$ cat config.mk
export PLATFORM = sky130hd
export DESIGN_NAME = fbfa_cfg
export DESIGN_NICKNAME = d
export VERILOG_FILES = /design/src/fbfa_pkg.sv /design/src/fbfa_cfg.sv
export SDC_FILE = /design/constraint.sdc
export NUM_CORES = 1
export LEC_CHECK = 0
export BUFFER_PORTS_ARGS = -buffer_cell sky130_fd_sc_hd__buf_2
export CORE_MARGIN = 2
export CORE_UTILIZATION = 38
export CTS_CLUSTER_SIZE = 30
export DETAILED_ROUTE_END_ITERATION = 6
export HOLD_SLACK_MARGIN = 0.03
export PLACE_DENSITY = 0.79
export SLEW_MARGIN = 20
export SYNTH_ARGS = -nofsm -noshare
export SYNTH_HDL_FRONTEND = slang
export SYNTH_SLANG_ARGS = --single-unit
$ cat constraint.sdc
create_clock -name clk -period 0.86 [get_ports clk]
set_input_delay 0.129 -clock clk [delete_from_list [all_inputs] [get_ports clk]]
set_output_delay 0.129 -clock clk [all_outputs]
set_load 0.03 [all_outputs]
$ cat src/fbfa_pkg.sv
`timescale 1ns / 1ps
// ----------------------------------------------------------------------------
// fbfa_pkg
// Types and constants shared by the fixed block free-list allocator.
// ----------------------------------------------------------------------------
package fbfa_pkg;

  localparam int NUM_BLOCKS = 1024;
  localparam int IDX_W      = $clog2(NUM_BLOCKS);
  localparam int CNT_W      = IDX_W + 1;
  localparam int LINK_W     = IDX_W + 1;
  localparam int BW_W       = 8;
  localparam int PB_W       = 11;
  localparam int ADDR_W     = 18;
  localparam int PADDR_W    = 3;
  localparam int PDATA_W    = 32;

  typedef enum logic [1:0] {
    ACT_ALLOC   = 2'd0,
    ACT_FREE    = 2'd1,
    ACT_RELEASE = 2'd2
  } action_t;

  typedef enum logic {
    REG_BLOCK_WORDS = 1'b0,
    REG_POOL_BLOCKS = 1'b1
  } reg_idx_t;

  typedef enum logic {
    ST_IDLE,
    ST_POP
  } state_t;

  typedef struct packed {
    logic [BW_W-1:0] block_words;
    logic [PB_W-1:0] pool_blocks;
  } cfg_t;

endpackage

$ cat src/fbfa_cfg.sv
`timescale 1ns / 1ps
// ----------------------------------------------------------------------------
// fbfa_cfg
// APB register file holding block_words and pool_blocks.
// ----------------------------------------------------------------------------
module fbfa_cfg (
  input  logic                           clk,
  input  logic                           rst,
  input  logic                           psel,
  input  logic                           penable,
  input  logic                           pwrite,
  input  logic [fbfa_pkg::PADDR_W-1:0]   paddr,
  input  logic [fbfa_pkg::PDATA_W-1:0]   pwdata,
  output logic [fbfa_pkg::PDATA_W-1:0]   prdata,
  output logic                           pready,
  output fbfa_pkg::cfg_t                 cfg
);

  fbfa_pkg::reg_idx_t reg_sel;
  logic               wr_en;

  assign pready  = 1'b1;
  assign reg_sel = fbfa_pkg::reg_idx_t'(paddr[2]);
  assign wr_en   = psel && penable && pwrite;

  always_ff @(posedge clk) begin
    if (rst) begin
      cfg.block_words <= fbfa_pkg::BW_W'(1);
      cfg.pool_blocks <= fbfa_pkg::PB_W'(16);
    end else if (wr_en) begin
      unique case (reg_sel)
        fbfa_pkg::REG_BLOCK_WORDS: cfg.block_words <= pwdata[fbfa_pkg::BW_W-1:0];
        fbfa_pkg::REG_POOL_BLOCKS: cfg.pool_blocks <= pwdata[fbfa_pkg::PB_W-1:0];
      endcase
    end
  end

  always_comb begin
    unique case (reg_sel)
      fbfa_pkg::REG_BLOCK_WORDS:
        prdata = fbfa_pkg::PDATA_W'(cfg.block_words);
      fbfa_pkg::REG_POOL_BLOCKS:
        prdata = fbfa_pkg::PDATA_W'(cfg.pool_blocks);
    endcase
  end

endmodule

==> impl_metrics.tcl, run 1 <==
set metrics [dict create \
    crit_path_start_kind "flip-flop" \
    core_area_mm2 0.00276 \
    top_regs "cfg x19" \
    initial_utilization_pct 40.1 \
    cts_made_buffers 3 \
    layout_common_cells "buf_6, nand2b_1, conb_1" \
    powerDensity_mw_per_mm2 1040 \
    path_buf_inv 1 \
    ys_types 14 \
    num_vias 967 \
    clk_path_buf_depth 2 \
    drive_gt1_share_pct 60.0 \
    n_antenna_cell 0 \
    endpoint_kind "output pin" \
    clk_pin_slew_ns 0.11 \
    hpwlAfterDp_um 1920 \
    die_area_mm2 0.00336 \
    gp_congestion 0.713 \
    syn_area_per_cell_um2 9.79 \
    drv_cap 0 \
    status "finished with violations" \
    hp-class "input port to flip-flop" \
    final_common_cell "buf_6" \
    routed_wl_um 2820 \
    grt_pass1_vias 962 \
    hold_buffers 0 \
    ir_drop_v 0.00113 \
    period_minus_slack_ns 1.17 \
    synthAdderAreaFrac_pct 0 \
    nFillCells 221 \
    synth_top_family_by_area "multiplexers" \
    slew_viol_final 0 \
    vias_per_cell 4.48 \
    synth-seq-cells 19 \
    worst_slack_ns -0.314 \
    drc 0 \
    p_leak_nw 0.915 \
    die_y_um 58.0 \
    antenna_found_initial 0 \
    cp_top_family "flip-flops" \
    synth_compound_area_share_pct 0 \
    whs_path_depth 3 \
    cpMaxStageDelayCell "dfxtp_2" \
    first_pass_iters 3 \
    wire_per_inst_um 13.0 \
    grt_overflow 0 \
    largest_register_ffs 19 \
    cts_root_buf "clkbuf_4" \
    regToRegSetupSlack_ns 0 \
    muxShareOfSynthArea_pct 25.3 \
    path_max_fanout 2 \
    fin_nets 226 \
    dr.first_iter.drc_count 10 \
    cts_tree "yes" \
    synth-simple-area-share_pct 22.2 \
    synth_cells 113 \
    regMostFlops "cfg" \
    syn_to_final_growth_pct 67.8 \
    path_cells "mux2_4, buf_6" \
    finalHoldViolations 0 \
    io_pins 92 \
    pre_cts_ws_ns -0.214 \
    grt_pass1_wl_um 4300 \
    required_ns 0.73 \
    final.setup.tns_ns -5.49 \
    cts.htree.levels 1 \
    synth-seq-area-share_pct 34.4 \
    ant_nets 0 \
    rr_worst_depth 5 \
    cpPeakStageDelay_ns 0.35 \
    netlist_area_mm2 0.00111 \
    fin_crit_sh_pct 137 \
    rows 19 \
    rsz0062_at_grt "true" \
    clk_latency_ns 0.29 \
    track_usage_pct 16.7 \
    crit_arrival_ns 1.05 \
    violations "negative setup slack" \
    grt_max_degree 33 \
    port_buffers 46 \
    die_w_um 58.0 \
    cts.sinks 19 \
    max_freq_mhz 852 \
    skew_ns 0 \
    setup_violations 31 \
    critical_path_class "flip-flop to output pin" \
    crit_cells 2 \
    synth_xor_area_share_pct 0 \
    yosys_warnings 0 \
]
tightest hold or removal path, stage by stage:
cell      delay (ns)
buf_2           0.11
nand2b_1        0.06
mux2i_1         0.06
cell usage after synthesis, drive strengths merged:
library cell	n	area share, %
nand2b	28	16
mux2i	19	17
dfxtp	19	34
clkbuf	3	1.0
mux2	8	8.1
and2	3	1.7
buf	24	16
and4	1	1.0
and4b	1	0.91
nand4b	1	1.4
nor2	4	1.4
conb	2	0.68
per-stage QoR:
step	total power, mW	cells	instance area, um2	hold slack, ns	util [%]
6_report	1.92	216	1860	0.0809	67.3
5_1_grt	2.01	216	1860	0.0791	67.3
4_1_cts	1.91	210	1770	0.0806	64.3
3_5_place_dp	1.40	199	1470	0.404	53.4
3_3_place_gp	1.39	199	1470	0.383	53.4
2_1_floorplan	1.33	133	1240	0.277	-
cell families (layout without fill, tap and decap cells):
family / Yosys count / after routing
AND/OR/NAND/NOR: 38 / 38
multiplexers: 27 / 27
buffers and inverters: 27 / 79
flip-flops: 19 / 19
other: 2 / 22
worst paths after layout:
path	start	to
max	cfg[4]$_SDFFE_PP1P_	prdata[4]
min	pwdata[0]	cfg[0]$_SDFFE_PP0P_
max reg2reg	cfg[5]$_SDFFE_PP0P_	cfg[5]$_SDFFE_PP0P_
min reg2reg	cfg[7]$_SDFFE_PP0P_	cfg[7]$_SDFFE_PP0P_
power by group:
| part | total (mW) | switching [mW] | internal (mW) |
|---|---|---|---|
| Sequential | 0.917 | 0.0148 | 0.902 |
| Combinational | 0.553 | 0.319 | 0.234 |
| Clock | 0.452 | 0.271 | 0.180 |
| Total | 1.92 | 0.605 | 1.32 |
metal layers:
metal | part of all wire, % | track usage [%] | vias up
met5 | 0 | 0 | -
met4 | 0.64 | 3.99 | 0
met3 | 8.0 | 5.58 | 2
met2 | 53 | 30.8 | 40
met1 | 38 | 18.1 | 454
li1 | - | - | 471
area by class of cell:
cell class / count / area [um2] / share of cell area [%]
multi-input combinational: 87 / 653 / 35.2
sequential: 19 / 404 / 21.8
tap: 31 / 38.8 / 2.09
timing repair buffer: 75 / 733 / 39.5
clock buffer: 4 / 26.3 / 1.42
what timing repair did:
item | in CTS | in global routing
gates resized for setup | 71 | 13
endpoints found under the setup margin | 30 | 30
cloned | 0 | 0
pin swaps | 0 | 1
setup buffers | 7 | 10
Note: power is estimated with default switching activity, not from simulation.
==> run 2: changes to the inputs <==
==> constraint.sdc (replaced) <==
create_clock -name clk -period 0.86 [get_ports clk]
set_input_delay 0.258 -clock clk [delete_from_list [all_inputs] [get_ports clk]]
set_output_delay 0.258 -clock clk [all_outputs]
set_load 0.03 [all_outputs]
==> run 2 against run 1 <==
Compared with the run above: the flow still finishes with violations (negative setup slack); maximum frequency decreased by 12%; die area did not move; worst hold slack better by 0.14 ns; via count is 5.7% higher; flip-flop and latch count did not move; wire length is 11% higher; global-route usage decreased by 0.38 points; clock skew unchanged; core utilization grew 2.5 points; combinational power rose by 2%; highest routed layer is now met3; critical path depth unchanged.
==> impl_metrics.tcl, run 2 (synthesis results as in run 1) <==
set metrics [dict create \
    num_vias 1022 \
    rows 19 \
    skew_ns 0 \
    clk_path_buf_depth 2 \
    place_inst 204 \
    crit_arrival_ns 1.08 \
    cts_tree "yes" \
    slew_viol_final 0 \
    drc 0 \
    finalHoldViolations 0 \
    hpwlAfterDp_um 1850 \
    vias_per_cell 4.56 \
    seq_power_share_pct 47.2 \
    layout_common_cells "buf_6, nand2b_1, conb_1" \
    hp-class "input port to flip-flop" \
    p_leak_nw 0.956 \
    path_cells "mux2_4, buf_6" \
    worst_slack_ns -0.479 \
    cp_top_family "flip-flops" \
    die_area_mm2 0.00336 \
    grt_max_degree 33 \
    die_w_um 58.0 \
    fin_crit_sh_pct 156 \
    gp_congestion 0.684 \
    syn_to_final_growth_pct 74.1 \
    first_pass_iters 3 \
    required_ns 0.60 \
    hold_end "cfg[10]$_SDFFE_PP0P_" \
    pre_cts_ws_ns -0.424 \
    nFillCells 198 \
    routed_wl_um 3120 \
    seq_area_um2 407 \
    track_usage_pct 16.3 \
    combPwrFrac_pct 29.1 \
    core_area_mm2 0.00276 \
    antenna_found_initial 0 \
    clk_pin_slew_ns 0.11 \
    min_from "pwdata[10]" \
    grt_pass1_wl_um 4190 \
    grt_pass1_vias 955 \
    drv_cap 0 \
    die_y_um 58.0 \
    fin_cells 224 \
    clk_latency_ns 0.29 \
    cpPeakStageDelay_ns 0.37 \
    drive_gt1_share_pct 62.7 \
    dr.first_iter.drc_count 18 \
    top_regs "cfg x19" \
    multi_input_area_um2 674 \
    setup_violations 30 \
    grt_overflow 0 \
    cts.sinks 19 \
    initial_utilization_pct 40.1 \
    reg2reg_from "cfg[11]$_SDFFE_PP1P_" \
    cts_made_buffers 3 \
    swShare_pct 32.4 \
    utilization_pct 69.8 \
    endpoint_kind "output pin" \
    p_switching_uw 628 \
    violations "negative setup slack" \
    port_buffers 46 \
    largest_register_ffs 19 \
    cts_root_buf "clkbuf_4" \
    period_minus_slack_ns 1.34 \
    final.setup.tns_ns -9.78 \
    path_buf_inv 1 \
    regToRegSetupSlack_ns 0 \
    whs_path_depth 3 \
    io_pins 92 \
    ant_nets 0 \
    wire_per_inst_um 13.9 \
    cpMaxStageDelayCell "dfxtp_4" \
    powerDensity_mw_per_mm2 1010 \
    n_antenna_cell 0 \
    clockPowerShare_pct 23.6 \
    p_int_mw 1.31 \
    fin_nets 234 \
    regMostFlops "cfg" \
    regToRegEndpoint "cfg[11]$_SDFFE_PP1P_" \
    max_freq_mhz 747 \
    critical_path_class "flip-flop to output pin" \
    final_common_cell "buf_6" \
    path_max_fanout 2 \
    hold_buffers 0 \
    ir_drop_v 0.000751 \
    crit_path_start_kind "flip-flop" \
    cts.htree.levels 1 \
    rr_worst_depth 4 \
    status "finished with violations" \
    rsz0062_at_grt "true" \
]
## run 2: layout make-up
type	instances	share of cell area, %
Clock inverter	1	0.260
Tap cell	31	2.01
Multi-Input combinational cell	88	35.0
Clock buffer	3	1.17
Timing Repair Buffer	82	40.4
Sequential cell	19	21.1
## run 2: power groups by stage
stage / Sequential (mW) / Clock, mW / Combinational [mW]
floorplan: 0.972 / 0 / 0.366
global placement: 0.928 / 0 / 0.451
detailed placement: 0.930 / 0 / 0.458
CTS: 0.913 / 0.469 / 0.528
global route: 0.916 / 0.525 / 0.591
finish: 0.914 / 0.457 / 0.564
## run 2: what timing repair did
action                                  CTS  global route
endpoints found under the hold margin     0             0
resized for setup                        79            15
buffers inserted                          5            17
pin swaps                                 0             2
endpoints found under the setup margin   46            43
cloned                                    0             1
## run 2: metal layers
layer	global-route usage, %	vias up	wire length (um)
li1	-	490	-
met1	17.6	491	1290
met2	31.7	41	1660
met3	3.79	0	174
met4	3.65	0	0
met5	0	-	0
## run 2: worst register-to-register path: cells and delay by family, from the launching register on
kind | cells | cell delay, ns
DFF | 1 | 0.37
and+or+nand+nor | 1 | 0.08
buffers and inverters | 2 | 0.24
muxes | 1 | 0.07
## run 2: stage by stage
step	instance area, um2	hold WS [ns]	total power [mW]
detailed placement	1490	0.477	1.39
global placement	1490	0.458	1.38
global route	1930	0.201	2.03
finish	1930	0.219	1.94
floorplan	1260	0.406	1.34
CTS	1810	0.205	1.91
## run 2: how the worst max path moves through the flow
stage / start / end / cells after the start
6_report: cfg[11]$_SDFFE_PP1P_ / prdata[0] / 2
5_1_grt: cfg[11]$_SDFFE_PP1P_ / prdata[0] / 2
4_1_cts: cfg[11]$_SDFFE_PP1P_ / prdata[0] / 2
3_5_place_dp: paddr[2] / cfg[17]$_SDFFE_PP0P_ / 4
3_3_place_gp: paddr[2] / prdata[3] / 4
2_1_floorplan: paddr[2] / prdata[1] / 2
==> run 3: changes to the inputs <==
--- a/config.mk
+++ b/config.mk
@@ -5,13 +5,14 @@
 export SDC_FILE = /design/constraint.sdc
 export NUM_CORES = 1
 export LEC_CHECK = 0
-export BUFFER_PORTS_ARGS = -buffer_cell sky130_fd_sc_hd__buf_2
+export ABC_AREA = 1
+export BUFFER_PORTS_ARGS = -buffer_cell sky130_fd_sc_hd__buf_4
 export CORE_MARGIN = 2
-export CORE_UTILIZATION = 38
+export CORE_UTILIZATION = 39
 export CTS_CLUSTER_SIZE = 30
 export DETAILED_ROUTE_END_ITERATION = 6
 export HOLD_SLACK_MARGIN = 0.03
-export PLACE_DENSITY = 0.79
+export PLACE_DENSITY = 0.8
 export SLEW_MARGIN = 20
 export SYNTH_ARGS = -nofsm -noshare
 export SYNTH_HDL_FRONTEND = slang
==> run 3 against run 2 <==
Compared with the run above: the run still ends with negative setup slack left; core utilization is 0.23 points lower; via count is 9.9% higher; combinational power grew 26%; cell count is 17% higher; highest routed layer is now met4.
==> impl_metrics.tcl, run 3 <==
set metrics [dict create \
    pre_cts_ws_ns -0.359 \
    reg2reg_from "cfg[3]$_SDFFE_PP0P_" \
    regToRegSetupSlack_ns 0.06 \
    skew_ns 0 \
    min_from "pwdata[4]" \
    endpoint_kind "output pin" \
    cts_made_buffers 3 \
    slew_viol_final 0 \
    track_usage_pct 16.3 \
    clk_pin_slew_ns 0.10 \
    clk_latency_ns 0.28 \
    largest_register_ffs 19 \
    yosysMostFrequentCell "nand2_1" \
    synthTopCellsByArea "dfxtp_1, nand2_1, buf_4" \
    core_area_mm2 0.00276 \
    status "finished with violations" \
    ir_drop_v 0.000910 \
    hold_end "cfg[4]$_SDFFE_PP1P_" \
    n_antenna_cell 0 \
    final.setup.tns_ns -7.05 \
    cpMostUsedCell "nand2_4" \
    yosysTopAreaCell "dfxtp_1" \
    path_cells "nand2_4, nand2_4, buf_6" \
    rows 19 \
    synth-seq-cells 19 \
    synth_commonest_cells "nand2_1, nor2_1, buf_4" \
    dr.first_iter.drc_count 20 \
    cts_root_buf "clkbuf_4" \
    initial_utilization_pct 41.2 \
    rsz0062_at_grt "true" \
    fin_cells 261 \
    grt_pass1_vias 969 \
    final_area_mm2 0.00192 \
    synth-seq-area-share_pct 33.5 \
    yosys_warnings 0 \
    first_pass_iters 4 \
    layout_common_cells "buf_6, nor2_1, buf_4" \
    cpMaxStageDelayCell "dfxtp_4" \
    final_common_cell "buf_6" \
    synthArstFlopShare_pct 0 \
    whs_path_depth 3 \
    cts.sinks 19 \
    synth_ff_type "dfxtp_1" \
    vias_per_cell 4.30 \
    cpPeakStageDelay_ns 0.39 \
    utilization_pct 69.6 \
    netlist_area_mm2 0.00114 \
    die_y_um 58.0 \
    crit_path_start_kind "flip-flop" \
    max_freq_mhz 860 \
    finalHoldViolations 0 \
    die_area_mm2 0.00336 \
    wire_per_inst_um 10.2 \
    syn_area_per_cell_um2 6.57 \
    regMostFlops "cfg" \
    path_buf_inv 1 \
    synth_cells 173 \
    antenna_found_initial 0 \
    drv_cap 0 \
    regToRegEndpoint "cfg[3]$_SDFFE_PP0P_" \
    violations "negative setup slack" \
    place_inst 255 \
    critical_path_class "flip-flop to output pin" \
    finalPower_mw 2.07 \
    p_leak_nw 0.973 \
    gp_congestion 0.696 \
    fin_crit_sh_pct 135 \
    cts_tree "yes" \
    fin_nets 271 \
    cp_top_family "flip-flops" \
    top_regs "cfg x19" \
    required_ns 0.60 \
    ys_types 15 \
    io_pins 92 \
    routed_wl_um 2670 \
    clk_path_buf_depth 2 \
    die_w_um 58.0 \
    powerDensity_mw_per_mm2 1080 \
    hpwlAfterDp_um 1960 \
    syn_to_final_growth_pct 68.9 \
    grt_pass1_wl_um 4240 \
    path_max_fanout 3 \
    whs_ns 0.188 \
    worst_slack_ns -0.303 \
    cts.htree.levels 1 \
    setup_violations 30 \
    rr_worst_depth 4 \
    period_minus_slack_ns 1.16 \
    ant_nets 0 \
    grt_max_degree 18 \
    drc 0 \
    num_vias 1123 \
    synth_top_area_share_pct 33.5 \
    crit_arrival_ns 0.91 \
    grt_overflow 0 \
    post_dp_cell_area_mm2 0.00169 \
    port_buffers 46 \
    drive_gt1_share_pct 55.2 \
    hp-class "input port to flip-flop" \
    synth_edf_count 0 \
]
## run 3: cell count changes after synthesis, moves of 8 or more
| cell | delta |
|---|---|
| nand2_1 | +47 |
| nor2_1 | +30 |
| nand2b_1 | -28 |
| mux2i_1 | -19 |
| nand3_1 | +17 |
| inv_1 | +15 |
| mux2_2 | -8 |
## run 3: worst min-delay path, delay by kind of cell
family / cells / cell delay, ns
buf+inv: 1 / 0.08
simple gates: 2 / 0.11
## run 3: report_power, final
group	internal [mW]	switching, mW
sequential	0.899	0.0356
clock	0.180	0.248
combinational	0.265	0.444
## run 3: layer usage
metal	vias to the layer above	global-route usage [%]	routed length (um)
li1	591	-	-
met2	39	27.6	1380
met3	2	2.90	162
met1	491	21.1	1110
met4	0	4.98	15
met5	-	0	0
## run 3: layout make-up
type                            count  area [um2]
Clock buffer                        4        26.3
Timing Repair Buffer               62         617
Multi-Input combinational cell    128         742
Inverter                           17        71.3
Sequential cell                    19         424
Fill cell                         232         838
Tap cell                           31        38.8
## run 3: how the worst max path moves through the flow
stage / depth (start not counted) / to / slack, ns / from
after detailed placement: 5 / prdata[10] / -0.36 / paddr[2]
after global routing: 3 / prdata[2] / -0.36 / cfg[2]$_SDFFE_PP0P_
final: 3 / prdata[5] / -0.30 / cfg[16]$_SDFFE_PP0P_
after global placement: 5 / prdata[10] / -0.33 / paddr[2]
after CTS: 3 / prdata[0] / -0.31 / cfg[11]$_SDFFE_PP1P_
after floorplan: 5 / prdata[1] / -0.16 / paddr[2]
## run 3: cells by family after synthesis
group	count (synthesis)	share of synthesized area, %
other cells	2	0.661
buf+inv	46	25.1
compound gates	2	0.880
flops	19	33.5
simple gates	104	39.9
## run 3: what timing repair did
item	CTS	global route
gates cloned	0	0
setup endpoints to repair	34	30
hold buffers	0	0
buffers inserted	0	2
gates resized for setup	52	10
pin swaps	7	2
